<file path="config.mk">
export PLATFORM = sky130hd
export DESIGN_NAME = cpu_alu_8bit_with_flags_unit
export DESIGN_NICKNAME = d
export VERILOG_FILES = /design/src/rtl/alu8_pkg.sv /design/src/rtl/alu8_exec.sv /design/src/rtl/cpu_alu_8bit_with_flags_unit.sv
export SDC_FILE = /design/constraint.sdc
export NUM_CORES = 1
export LEC_CHECK = 0
export ABC_AREA = 1
export BUFFER_PORTS_ARGS = -buffer_cell sky130_fd_sc_hd__buf_2
export CORE_AREA = 10 10 162 134
export CTS_BUF_LIST = sky130_fd_sc_hd__clkbuf_2
export CTS_CLUSTER_DIAMETER = 80
export DETAILED_ROUTE_END_ITERATION = 8
export DIE_AREA = 0 0 172 144
export PLACE_DENSITY_LB_ADDON = 0.2
export SLEW_MARGIN = 30
export SYNTH_ARGS = -nofsm -noshare
export SYNTH_HDL_FRONTEND = slang
export SYNTH_SLANG_ARGS = --single-unit
export TNS_END_PERCENT = 20
</file>
<file path="constraint.sdc">
create_clock -name clk -period 4.13 [get_ports clk]
set_clock_uncertainty 0.15 [all_clocks]
set_input_delay 0.413 -clock clk [delete_from_list [all_inputs] [get_ports clk]]
set_output_delay 0.413 -clock clk [all_outputs]
set_load 0.01 [all_outputs]
</file>
<file path="src/rtl/alu8_pkg.sv">
// Shared types and operation codes for the 8-bit ALU with flags.
// No dependencies; imported by the execute stage and the top level.
`timescale 1ns / 1ps

package alu8_pkg;

	localparam int ACT_W  = 5;
	localparam int BYTE_W = 8;
	localparam int ADDR_W = 16;

	typedef enum logic [ACT_W-1:0] {
		ACT_OR  = 5'd0,
		ACT_AND = 5'd1,
		ACT_XOR = 5'd2,
		ACT_ADC = 5'd3,
		ACT_SBC = 5'd4,
		ACT_CMP = 5'd5,
		ACT_CPX = 5'd6,
		ACT_CPY = 5'd7,
		ACT_DEC = 5'd8,
		ACT_DEX = 5'd9,
		ACT_DEY = 5'd10,
		ACT_INC = 5'd11,
		ACT_INX = 5'd12,
		ACT_INY = 5'd13,
		ACT_ASL = 5'd14,
		ACT_ROL = 5'd15,
		ACT_LSR = 5'd16,
		ACT_ROR = 5'd17
	} action_t;

	// Architectural registers and flags
	typedef struct packed {
		logic [BYTE_W-1:0] acc;
		logic [BYTE_W-1:0] x;
		logic [BYTE_W-1:0] y;
		logic              c;
		logic              z;
		logic              n;
		logic              v;
	} alu8_state_t;

	// Memory write request
	typedef struct packed {
		logic              we;
		logic [ADDR_W-1:0] addr;
		logic [BYTE_W-1:0] data;
	} alu8_wr_t;

endpackage

</file>
<file path="src/rtl/alu8_exec.sv">
// Single-pass execute logic: next registers, flags and memory write for one instruction.
// Depends on alu8_pkg.
`timescale 1ns / 1ps

module alu8_exec (
	input  logic [alu8_pkg::ACT_W-1:0]  action,
	input  logic [alu8_pkg::BYTE_W-1:0] operand,
	input  logic                        target_accumulator,
	input  logic [alu8_pkg::ADDR_W-1:0] address,
	input  alu8_pkg::alu8_state_t       cur,
	output alu8_pkg::alu8_state_t       nxt,
	output alu8_pkg::alu8_wr_t          wr
);
	import alu8_pkg::*;

	logic [BYTE_W-1:0] add_b;
	logic [BYTE_W:0]   sum;
	logic              add_v;
	logic [BYTE_W-1:0] cmp_reg;
	logic [BYTE_W:0]   diff;
	logic [BYTE_W-1:0] res;
	logic              set_nz;
	logic [BYTE_W-1:0] shf;
	logic              shf_c;

	// Subtract is add of the inverted operand; both share one adder
	assign add_b = (action == ACT_SBC) ? ~operand : operand;
	assign sum   = {1'b0, cur.acc} + {1'b0, add_b} + {{BYTE_W{1'b0}}, cur.c};
	assign add_v = ~(cur.acc[BYTE_W-1] ^ add_b[BYTE_W-1]) & (cur.acc[BYTE_W-1] ^ sum[BYTE_W-1]);

	always_comb begin
		case (action)
			ACT_CPX: cmp_reg = cur.x;
			ACT_CPY: cmp_reg = cur.y;
			default: cmp_reg = cur.acc;
		endcase
	end

	// Carry out of reg + ~m + 1 is reg >= m
	assign diff = {1'b0, cmp_reg} + {1'b0, ~operand} + {{BYTE_W{1'b0}}, 1'b1};

	always_comb begin
		case (action)
			ACT_ASL: begin
				shf   = {operand[BYTE_W-2:0], 1'b0};
				shf_c = operand[BYTE_W-1];
			end
			ACT_ROL: begin
				shf   = {operand[BYTE_W-2:0], cur.c};
				shf_c = operand[BYTE_W-1];
			end
			ACT_LSR: begin
				shf   = {1'b0, operand[BYTE_W-1:1]};
				shf_c = operand[0];
			end
			default: begin
				shf   = {cur.c, operand[BYTE_W-1:1]};
				shf_c = operand[0];
			end
		endcase
	end

	always_comb begin
		nxt     = cur;
		wr.we   = 1'b0;
		res     = '0;
		set_nz  = 1'b1;
		case (action)
			ACT_OR: begin
				res     = cur.acc | operand;
				nxt.acc = res;
			end
			ACT_AND: begin
				res     = cur.acc & operand;
				nxt.acc = res;
			end
			ACT_XOR: begin
				res     = cur.acc ^ operand;
				nxt.acc = res;
			end
			ACT_ADC, ACT_SBC: begin
				res     = sum[BYTE_W-1:0];
				nxt.acc = res;
				nxt.c   = sum[BYTE_W];
				nxt.v   = add_v;
			end
			ACT_CMP, ACT_CPX, ACT_CPY: begin
				res   = diff[BYTE_W-1:0];
				nxt.c = diff[BYTE_W];
			end
			ACT_DEC: begin
				res   = operand - 8'd1;
				wr.we = 1'b1;
			end
			ACT_INC: begin
				res   = operand + 8'd1;
				wr.we = 1'b1;
			end
			ACT_DEX: begin
				res   = cur.x - 8'd1;
				nxt.x = res;
			end
			ACT_DEY: begin
				res   = cur.y - 8'd1;
				nxt.y = res;
			end
			ACT_INX: begin
				res   = cur.x + 8'd1;
				nxt.x = res;
			end
			ACT_INY: begin
				res   = cur.y + 8'd1;
				nxt.y = res;
			end
			ACT_ASL, ACT_ROL, ACT_LSR, ACT_ROR: begin
				res   = shf;
				nxt.c = shf_c;
				if (target_accumulator) begin
					nxt.acc = shf;
				end else begin
					wr.we = 1'b1;
				end
			end
			default: begin
				set_nz = 1'b0;
			end
		endcase
		if (set_nz) begin
			nxt.z = (res == '0);
			nxt.n = res[BYTE_W-1];
		end
		// Zero the request fields when nothing is written
		wr.addr = wr.we ? address : '0;
		wr.data = wr.we ? res : '0;
	end

endmodule

</file>
<file path="src/rtl/cpu_alu_8bit_with_flags_unit.sv">
// Top level of the 8-bit ALU with flags: stream ports, input and result registers, state.
// Depends on alu8_pkg and alu8_exec.
`timescale 1ns / 1ps

// Executes one ALU instruction per input transaction against the kept A, X, Y and
// carry, zero, negative and overflow flags, and returns one result transaction per
// instruction holding the registers and flags after it plus an optional memory write.
// Throughput is one instruction per clock unless m_tready stalls the output; each
// instruction passes the input register, then the result register. The rate is set by
// the single ALU pass whose result feeds A and the flags back for the next instruction.
// While a finished result waits on the output, the input register takes one more
// transaction if it is empty and then holds s_tready low until the result is taken.
module cpu_alu_8bit_with_flags_unit (
	input  logic        clk,
	input  logic        arst_n,
	input  logic        s_tvalid,
	output logic        s_tready,
	// [4:0] action, [12:5] operand, [28:13] address, [31:29] zero
	input  logic [31:0] s_tdata,
	// [0] target_accumulator
	input  logic        s_tuser,
	output logic        m_tvalid,
	input  logic        m_tready,
	// [7:0] acc, [15:8] x_reg, [23:16] y_reg, [24] carry, [25] zero, [26] negative,
	// [27] overflow, [43:28] write_address, [51:44] write_data, [55:52] zero
	output logic [55:0] m_tdata,
	// [0] write_enable
	output logic        m_tuser
);
	import alu8_pkg::*;

	logic              vld_s1;
	logic [ACT_W-1:0]  act_s1;
	logic [BYTE_W-1:0] opnd_s1;
	logic              tacc_s1;
	logic [ADDR_W-1:0] addr_s1;

	alu8_state_t       state_q;
	alu8_state_t       state_nxt;
	alu8_wr_t          wr_nxt;

	logic              vld_s2;
	alu8_state_t       res_s2;
	alu8_wr_t          wr_s2;

	logic              advance;

	assign advance  = vld_s1 && (!vld_s2 || m_tready);
	assign s_tready = !vld_s1 || advance;

	alu8_exec u_exec (
		.action             (act_s1),
		.operand            (opnd_s1),
		.target_accumulator (tacc_s1),
		.address            (addr_s1),
		.cur                (state_q),
		.nxt                (state_nxt),
		.wr                 (wr_nxt)
	);

	always_ff @(posedge clk or negedge arst_n) begin
		if (!arst_n) begin
			vld_s1 <= 1'b0;
		end else if (s_tready) begin
			vld_s1 <= s_tvalid;
		end
	end

	always_ff @(posedge clk) begin
		if (s_tvalid && s_tready) begin
			act_s1  <= s_tdata[4:0];
			opnd_s1 <= s_tdata[12:5];
			addr_s1 <= s_tdata[28:13];
			tacc_s1 <= s_tuser;
		end
	end

	// Commit the architectural state as the instruction leaves the input register
	always_ff @(posedge clk or negedge arst_n) begin
		if (!arst_n) begin
			state_q <= '0;
			vld_s2  <= 1'b0;
		end else begin
			if (advance) begin
				state_q <= state_nxt;
			end
			if (advance) begin
				vld_s2 <= 1'b1;
			end else if (m_tready) begin
				vld_s2 <= 1'b0;
			end
		end
	end

	always_ff @(posedge clk) begin
		if (advance) begin
			res_s2 <= state_nxt;
			wr_s2  <= wr_nxt;
		end
	end

	assign m_tvalid = vld_s2;
	assign m_tuser  = wr_s2.we;
	assign m_tdata  = {4'b0000, wr_s2.data, wr_s2.addr, res_s2.v, res_s2.n, res_s2.z,
		res_s2.c, res_s2.y, res_s2.x, res_s2.acc};

endmodule
</file>
==> flow_metrics.tcl, run 1 <==
set metrics [dict create \
    status "completed" \
    min_period_over_period_pct 89.48 \
    antenna_left 0 \
    r2r_end "state_q[2]" \
    overflow 0 \
    synth_most_common_cell "nand2_1" \
    path_clk_slew_ps 230 \
    worst_ep_arrival_time_ps 4190 \
    cp-start-kind "flop" \
    cpMostUsedCell "nand2_1" \
    setup_viol 0 \
    drtIter0Drc 578 \
    async_reset_ff_share_pct 26.55 \
    yosys-top-cells-count "nand2_1 (241), inv_1 (126), nor2_1 (103)" \
    power.leakage_nw 4.241 \
    synth_edf_count 83 \
    syn_avg_cell_area_um2 7.996 \
    die_w_um 172 \
    drc 0 \
    hp-class "in2async" \
    relSlewSlack_pct 47.55 \
    numClockSinks 113 \
    dp_cells 1221 \
    crit_start "act_s1[3]" \
    wl_per_cell_um 16.27 \
    portBuffers 88 \
    coreArea_um2 18580 \
    routed_wirelength_um 20970 \
    max_stage_delay_ps 510 \
    nets 1123 \
    synth_ff_type "edfxtp_1" \
    cts_tree "built" \
    netlist_top_cells_area "edfxtp_1 (34%), nand2_1 (12%), dfrtp_1 (10%)" \
    die_height_um 144 \
    ys_ff_latch 113 \
    vias 6461 \
    cp-endpoint "state_q[2]" \
    tns_ps 0 \
    drv_slew 0 \
    io_pins 96 \
    yosys.area.top_type "edfxtp_1" \
    drv_cap 0 \
    fillCellCount 1866 \
    yosysSeqAreaShare_pct 44.67 \
    required_ps 4630 \
    insertion_delay_ps 730 \
    cts_buffers 17 \
    place.gp.congestion 0.9485 \
    path_class "reg2reg" \
    grt_max_degree 67 \
    fmax_ghz 0.2706 \
    syn_to_final_growth_pct 17.84 \
    drive_above_1_share_pct 14.91 \
    finalHoldViolCount 0 \
    antenna_found_initial 1 \
    syn_area_um2 7261 \
    htreeDepth 4 \
    reg2reg_depth 18 \
    ir_drop_uv 243.0 \
    crit_chain "nor2_2 > nand2_1 > nor2_1 > buf_4 > nor2_1 > a221oi_1 > fa_1 > nand3_1 > nand2_1 > a21oi_1 > or2_2 > nand3_1 > nand2_1 > nor2_1 > nand3_1 > nand2_1 > nand2_1 > nand2_1" \
    vias_per_cell 5.012 \
    root_buffer "clkbuf_2" \
    grt_use_total_pct 17.08 \
    dp_hpwl_um 16200 \
    die-area_um2 24770 \
    cp_max_fo 7 \
    yosysTopAreaCellShare_pct 34.33 \
    ys_types 37 \
    setup.worst_path.end_class "flop" \
    grt_pass1_vias 5881 \
    grt_pass1_wl_um 32310 \
    clk_path_buf_depth 2 \
    ys_warn_count 0 \
    stdcell_count 1289 \
    slowest_stage "edfxtp_1" \
    post_cts_buffers 0 \
    netlist_instances 908 \
    drt-pass1-iter-count 5 \
    start_util_pct 39.08 \
    post-route-min-period_ps 3695 \
    regToRegStartpoint "act_s1[3]" \
    p_per_area_nw_per_um2 521.0 \
    rsz0062_at_grt "no" \
    row_count 45 \
    ff2ff_setup_slack_ps 430 \
    tightestPinTransition_ps 786.8 \
]
## power by group
part	switching [W]	internal [W]	total, W
Clock	0.000484	0.000283	0.000768
Sequential	0.000269	0.00153	0.00180
Combinational	0.00121	0.000674	0.00189
Total	0.00197	0.00249	0.00446
## logic make-up after synthesis
kind of cell	share of synthesized area [%]
compound gates	8.875
xor+xnor	1.689
flops	44.67
other cells	0.05165
simple gates	27.69
buf+inv	8.685
fa+ha+maj	8.341
## worst max-delay path, delay by kind of cell, from the launching register on
kind,cells,cell delay (ps)
flops,1,510
buf+inv,1,210
fa+ha+maj,1,350
compound gates,2,490
simple gates,14,1940
## registers in the layout (all words and copies together), names as in the netlist
| register | cells |
|---|---|
| m_tuser | 1 |
| tacc_s1 | 1 |
| vld_s1 | 1 |
| addr_s1 | 16 |
| m_tdata | 52 |
| opnd_s1 | 8 |
| act_s1 | 5 |
| m_tvalid | 1 |
| state_q | 28 |
## through the flow
| step | setup WS [ps] | total power, W | hold slack, ps | util, % | area, um^2 |
|---|---|---|---|---|---|
| 4_1_cts | 432.1 | 0.004467 | 89.31 | 46.02 | 8551 |
| 2_1_floorplan | 833.7 | 0.003089 | -32.59 | - | 7272 |
| 3_5_place_dp | 495.1 | 0.003665 | 329.2 | 42.81 | 7955 |
| 3_3_place_gp | 528.2 | 0.003632 | 320.2 | 42.81 | 7955 |
| 5_1_grt | 65.51 | 0.004835 | 119.0 | 46.05 | 8556 |
| 6_report | 434.5 | 0.004458 | 107.1 | 46.05 | 8556 |
## what timing repair did
item                                    CTS  global route
hold endpoints to repair                 62             0
gates resized for setup                   0             1
endpoints found under the setup margin    0             1
hold buffers                             35             0
## cells in the final DEF (no fill, tap or decap), drive strengths merged, types with 2 or more instances in the layout
cell type,n
nand2,245
inv,135
nor2,110
nand3,97
buf,96
edfxtp,83
o21ai,50
ha,42
dlygate4sd3,35
dfrtp,30
a21oi,19
clkbuf,17
o211ai,14
xor2,14
nand4,10
clkinv,9
o22ai,8
a31oi,5
nand3b,5
a221oi,5
fa,4
conb,4
a41oi,4
nor3,3
clkinvlp,3
or2,2
o21bai,2
bufinv,2
## how the worst min path moves through the flow
stage                     from          to  slack (ps)  cells past startpoint
floorplan               arst_n    m_tvalid         -30                      0
global placement    state_q[2]  state_q[2]         320                      2
detailed placement  state_q[2]  state_q[2]         330                      2
CTS                     arst_n  state_q[3]          90                      2
global route            arst_n    m_tvalid         120                      2
finish                  arst_n  state_q[3]         110                      2
## per-layer routing
layer / global-route usage, % / part of all wire, %
met1: 24.86 / 50
met2: 24.12 / 42
met3: 4.849 / 7.2
met4: 4.303 / 1.1
met5: 0 / 0
## area by class of cell
type                    instances  area [um^2]  share of cell area (%)
multi-input cells             643         3403                   39.78
flip-flops and latches        113         3243                   37.91
repair buffers                131        863.3                   10.09
inverters                     134        504.2                   5.894
well taps                     235        294.0                   3.437
clock inverters                15        160.2                   1.872
clock buffers                  17        85.08                  0.9944
diodes                          1        2.502                 0.02925
Note: power is estimated with default switching activity, not from simulation.
==> inputs of run 2 (changes only) <==
--- a/config.mk
+++ b/config.mk
@@ -7,14 +7,15 @@
 export LEC_CHECK = 0
 export ABC_AREA = 1
 export BUFFER_PORTS_ARGS = -buffer_cell sky130_fd_sc_hd__buf_2
-export CORE_AREA = 10 10 162 134
+export CORE_AREA = 10 10 135 112
 export CTS_BUF_LIST = sky130_fd_sc_hd__clkbuf_2
 export CTS_CLUSTER_DIAMETER = 80
 export DETAILED_ROUTE_END_ITERATION = 8
-export DIE_AREA = 0 0 172 144
+export DIE_AREA = 0 0 145 122
 export PLACE_DENSITY_LB_ADDON = 0.2
 export SLEW_MARGIN = 30
 export SYNTH_ARGS = -nofsm -noshare
 export SYNTH_HDL_FRONTEND = slang
+export SYNTH_HIERARCHICAL = 1
 export SYNTH_SLANG_ARGS = --single-unit
 export TNS_END_PERCENT = 20
==> flow_metrics.tcl, run 2 <==
set metrics [dict create \
    status "completed" \
    tightestPinTransition_ps 767.2 \
    largest_reg_flops 52 \
    drive_above_1_share_pct 15.58 \
    async_reset_ff_share_pct 26.55 \
    die_height_um 122 \
    antenna_found_initial 0 \
    netlist_top_cells_area "edfxtp_1 (34%), nand2_1 (13%), dfrtp_1 (10%)" \
    ys_types 38 \
    cts_tree "built" \
    syn_area_um2 7298 \
    fmax_ghz 0.2737 \
    yosysTopAreaCellShare_pct 34.15 \
    post_cts_buffers 0 \
    numClockSinks 113 \
    antennaDiodeCount 0 \
    layout_common_cells "nand2_1 (255), inv_1 (107), nor2_1 (102), nand3_1 (101), buf_2 (88)" \
    routed_wirelength_um 20650 \
    ys_warn_count 6 \
    crit_chain "inv_2 > nand3_2 > nor2_1 > buf_4 > o22ai_1 > a21oi_1 > ha_1 > inv_1 > fa_1 > xor2_1 > nand2_1 > nand2_1 > nor2_1 > nand3_1 > nor2_1 > nand3_1 > nor2_1 > nand3_1 > nand2_1 > nand3_1 > nand2_1" \
    dp_hpwl_um 15230 \
    overflow 0 \
    die-area_um2 17690 \
    die_w_um 145 \
    rsz0062_at_grt "no" \
    yosysSeqAreaShare_pct 44.44 \
    cts_buffers 17 \
    syn_avg_cell_area_um2 8.064 \
    htreeDepth 4 \
    worst_ep_arrival_time_ps 4100 \
    power.leakage_nw 4.257 \
    ys_ff_latch 113 \
    final_common_cell "nand2_1" \
    io_pins 96 \
    grt_use_total_pct 23.09 \
    max_stage_delay_ps 520 \
    drv_cap 0 \
    drt-pass1-iter-count 6 \
    row_count 37 \
    portBuffers 88 \
    grt_pass1_vias 6291 \
    wl_per_cell_um 16.91 \
    post-route-min-period_ps 3653 \
    synth_most_common_cell "nand2_1" \
    grt_pass1_wl_um 33100 \
    cp_num_buf_inv 3 \
    setup.worst_path.end_class "flop" \
    vias_per_cell 5.450 \
    antenna_left 0 \
    place.gp.congestion 0.9739 \
    hp-class "in2async" \
    slowest_stage "edfxtp_1" \
    cp-start-kind "flop" \
    finalHoldViolCount 0 \
    fillCellCount 1063 \
    drv_slew 0 \
    grt_max_degree 31 \
    synth_edf_count 83 \
    required_ps 4580 \
    cp_max_fo 8 \
    insertion_delay_ps 650 \
    yosys-top-cells-count "nand2_1 (255), inv_1 (108), nor2_1 (102)" \
    syn_to_final_growth_pct 16.66 \
    relSlewSlack_pct 48.80 \
    coreArea_um2 12550 \
    root_buffer "clkbuf_2" \
    crit_family "simple AND/OR/NAND/NOR gates" \
    drc 0 \
    vias 6655 \
    synth_ff_type "edfxtp_1" \
    yosys.area.top_type "edfxtp_1" \
    netlist_instances 905 \
    clk_path_buf_depth 2 \
    path_class "reg2reg" \
    min_period_over_period_pct 88.46 \
    drtIter0Drc 815 \
    start_util_pct 58.17 \
    p_per_area_nw_per_um2 515.2 \
    tns_ps 0 \
    ir_drop_uv 312.6 \
    setup_viol 0 \
    nets 1116 \
    post-route-util_pct 67.87 \
    path_clk_slew_ps 210 \
    cts_resized 0 \
]
==> run 2: cell types whose count changed in the layout (fill, tap and decap cells not counted), moves of 5 or more <==
cell	change
a221oi_1	-5
inv_1	-18
o211ai_1	-7
o221ai_1	+7
a21oi_1	+6
nand3_1	+8
o21ai_0	-18
nand2_1	+14
==> run 2: metal layers <==
layer	part of all wire (%)	vias up	wire length (um)	GRT usage, %
met5	0	-	0	0
met4	2.1	0	432	6.815
met3	9.9	33	2035	6.002
met2	43	331	8971	35.60
met1	45	3054	9213	31.53
li1	-	3237	-	-
==> run 2: repair_timing <==
action                     4_1_cts  5_1_grt
hold endpoints to repair        61        0
hold buffers                    34        0
setup endpoints to repair        0        0
==> run 2: through the flow <==
step	power (W)	cell area, um^2	setup slack, ps	hold slack, ps	instances
after floorplan	0.002929	7310	813.0	-32.59	908
after global placement	0.003373	7866	614.0	308.4	1155
after CTS	0.004359	8514	521.6	126.1	1221
after detailed placement	0.003415	7868	595.8	310.4	1155
final	0.004387	8514	476.7	176.3	1221
after global routing	0.004714	8514	46.27	174.0	1221
==> run 2: cell families (layout without fill, tap and decap cells) <==
| group | after synthesis | after routing | synth area share [%] |
|---|---|---|---|
| adders and majority gates | 46 | 46 | 8.298 |
| and+or+nand+nor | 514 | 514 | 31.13 |
| DFF | 113 | 113 | 44.44 |
| buffers and inverters | 136 | 274 | 7.835 |
| AOI/OAI and AO/OA | 81 | 81 | 6.566 |
| xor gates and xnor gates | 14 | 14 | 1.680 |
| other | 1 | 4 | 0.05138 |
==> run 2: final cells by class <==
cell class	instances	area, um^2	share of cell area [%]
Clock buffer	17	85.08	0.9993
Inverter	115	431.7	5.070
Tap cell	175	219.0	2.572
Clock inverter	15	221.5	2.601
Multi-Input combinational cell	659	3495	41.04
Sequential cell	113	3244	38.10
Timing Repair Buffer	127	818.3	9.611
==> run 2: worst paths after layout <==
| kind | startpoint | endpoint | slack [ps] | cells past startpoint |
|---|---|---|---|---|
| worst max-delay path | act_s1[4] | state_q[2] | 480 | 21 |
| worst min-delay path | arst_n | state_q[3] | 180 | 2 |
| worst max register to register | act_s1[4] | state_q[2] | 480 | 21 |
| worst min register to register | state_q[1] | state_q[1] | 350 | 2 |
| max in group asynchronous | arst_n | vld_s1 | 3130 | 2 |
| min in group clk | s_tdata[6] | opnd_s1[1] | 300 | 2 |
==> run 2: power by group <==
group	leakage (nW)	switching, W	internal, W
sequential	1.21	0.000265	0.00150
combinational	2.87	0.00109	0.000616
clock	0.178	0.000492	0.000420
total	4.26	0.00185	0.00254
==> run 2: worst register-to-register path: stages, from the launching register on <==
cell and delay, ps:
edfxtp_1 520, inv_2 200, nand3_2 190, nor2_1 180, buf_4 190, o22ai_1 100, a21oi_1 180, ha_1 170
inv_1 50, fa_1 410, xor2_1 180, nand2_1 70, nand2_1 50, nor2_1 80, nand3_1 150, nor2_1 190
nand3_1 110, nor2_1 100, nand3_1 70, nand2_1 80, nand3_1 80, nand2_1 100
==> inputs of run 3 (changes only) <==
--- a/config.mk
+++ b/config.mk
@@ -7,11 +7,11 @@
 export LEC_CHECK = 0
 export ABC_AREA = 1
 export BUFFER_PORTS_ARGS = -buffer_cell sky130_fd_sc_hd__buf_2
-export CORE_AREA = 10 10 135 112
+export CORE_AREA = 10 10 130 108
 export CTS_BUF_LIST = sky130_fd_sc_hd__clkbuf_2
 export CTS_CLUSTER_DIAMETER = 80
 export DETAILED_ROUTE_END_ITERATION = 8
-export DIE_AREA = 0 0 145 122
+export DIE_AREA = 0 0 140 118
 export PLACE_DENSITY_LB_ADDON = 0.2
 export SLEW_MARGIN = 30
 export SYNTH_ARGS = -nofsm -noshare
==> constraint.sdc (replaced) <==
create_clock -name clk -period 4.7 [get_ports clk]
set_clock_uncertainty 0.15 [all_clocks]
set_input_delay 0.47 -clock clk [delete_from_list [all_inputs] [get_ports clk]]
set_output_delay 0.47 -clock clk [all_outputs]
set_load 0.01 [all_outputs]
==> flow_metrics.tcl, run 3 (synthesis results as in run 2) <==
set metrics [dict create \
    vias 6848 \
    placed_area_um2 7814 \
    start_util_pct 64.10 \
    syn_to_final_growth_pct 14.71 \
    grt_use_total_pct 26.61 \
    relSlewSlack_pct 47.49 \
    root_buffer "clkbuf_2" \
    max_stage_delay_ps 600 \
    cp_num_buf_inv 2 \
    routed_wirelength_um 22230 \
    path_class "reg2reg" \
    cts_resized 0 \
    drtIter0Drc 1008 \
    min_period_over_period_pct 85.40 \
    cpMostUsedCell "nand2_1" \
    cp_max_fo 10 \
    slowest_stage "edfxtp_1" \
    drt-pass1-iter-count 5 \
    drc 0 \
    reg2reg_depth 18 \
    die_height_um 118 \
    required_ps 5140 \
    worst_ep_arrival_time_ps 4460 \
    coreArea_um2 11390 \
    status "completed" \
    power.leakage_nw 4.193 \
    cts_buffers 17 \
    tns_ps 0 \
    nets 1113 \
    grt_pass1_wl_um 35130 \
    die-area_um2 16520 \
    tightestPinTransition_ps 787.6 \
    finalHoldViolCount 0 \
    cts_tree "built" \
    cp-start-kind "flop" \
    setup.worst_path.end_class "flop" \
    drv_cap 0 \
    portBuffers 88 \
    row_count 35 \
    clk_path_buf_depth 2 \
    path_clk_slew_ps 210 \
    antenna_found_initial 0 \
    fillCellCount 893 \
    largest_reg_flops 52 \
    io_pins 96 \
    hp-class "in2async" \
    fmax_ghz 0.2492 \
    crit_chain "nor2_4 > inv_2 > nor2_4 > xor2_1 > fa_1 > fa_1 > inv_1 > nand3_1 > and2_1 > o21ai_0 > nand2_1 > nand2_1 > o21ai_0 > nor2_1 > nand3_1 > nand2_1 > nand3_1 > nand2_1" \
    fin_area_um2 8372 \
    post-route-min-period_ps 4014 \
    grt_max_degree 54 \
    antennaDiodeCount 0 \
    wl_per_cell_um 18.66 \
    rsz0062_at_grt "no" \
    layout_common_cells "nand2_1 (255), inv_1 (107), nor2_1 (102), nand3_1 (101), buf_2 (88)" \
    setup_viol 0 \
    place.gp.congestion 0.9924 \
    crit_family "simple AND/OR/NAND/NOR gates" \
    die_w_um 140 \
    grt_pass1_vias 6362 \
    insertion_delay_ps 670 \
    p_per_area_nw_per_um2 443.3 \
    numClockSinks 113 \
    final_common_cell "nand2_1" \
    vias_per_cell 5.750 \
    drv_slew 0 \
    htreeDepth 4 \
    antenna_left 0 \
    cp_num_cells 18 \
    drive_above_1_share_pct 15.24 \
    ir_drop_uv 301.8 \
    overflow 0 \
    dp_hpwl_um 15780 \
]
## run 3: cell count changes in the layout (fill, tap and decap cells not counted), sizes merged
cell,change
buf,-3
bufinv,-3
clkinv,+1
clkinvlp,+3
inv,-1
## run 3: where the power goes
part | switching (W) | internal (W) | total (W) | leakage (nW)
logic | 0.000994 | 0.000538 | 0.00153 | 2.85
clock network | 0.000423 | 0.000195 | 0.000618 | 0.129
registers | 0.000240 | 0.00132 | 0.00156 | 1.21
total | 0.00166 | 0.00205 | 0.00371 | 4.19
## run 3: per-stage QoR
| stage | total power [W] | std cells | worst slack [ps] | utilization, % | hold WS (ps) |
|---|---|---|---|---|---|
| floorplan | 0.002574 | 908 | 1383 | - | 24.41 |
| global placement | 0.002983 | 1125 | 867.2 | 68.59 | 304.5 |
| detailed placement | 0.003026 | 1125 | 845.5 | 68.63 | 310.0 |
| CTS | 0.003667 | 1191 | 733.4 | 73.53 | 215.8 |
| global route | 0.003975 | 1191 | 453.1 | 73.53 | 243.7 |
| finish | 0.003711 | 1191 | 686.4 | 73.53 | 217.5 |
## run 3: metal layers
| metal | vias to the layer above | GRT usage, % | part of all wire [%] |
|---|---|---|---|
| met5 | - | 0 | 0 |
| met4 | 0 | 5.863 | 1.5 |
| met3 | 32 | 5.363 | 11 |
| met2 | 432 | 41.41 | 46 |
| met1 | 3148 | 37.26 | 42 |
| li1 | 3236 | - | - |
## run 3: timing repair
item                      4_1_cts  5_1_grt
hold buffers                   34        0
buffers inserted                0        0
hold endpoints to repair       61        0
## run 3: worst paths after layout
check                       startpoint          end  slack (ps)
hold / removal                  arst_n  state_q[11]         220
hold reg to reg             state_q[1]   state_q[1]         350
min in group clk           s_tdata[10]   opnd_s1[5]         340
setup / recovery             act_s1[1]   state_q[2]         690
setup reg to reg             act_s1[1]   state_q[2]         690
max in group asynchronous       arst_n       vld_s1        3620
## run 3: final cells by class
cell class | count | area, um^2 | share of cell area (%)
flip-flops and latches | 113 | 3244 | 38.75
clock inverters | 15 | 132.6 | 1.584
repair buffers | 124 | 795.8 | 9.505
well taps | 148 | 185.2 | 2.212
inverters | 115 | 434.2 | 5.186
multi-input cells | 659 | 3495 | 41.74
clock buffers | 17 | 85.08 | 1.016
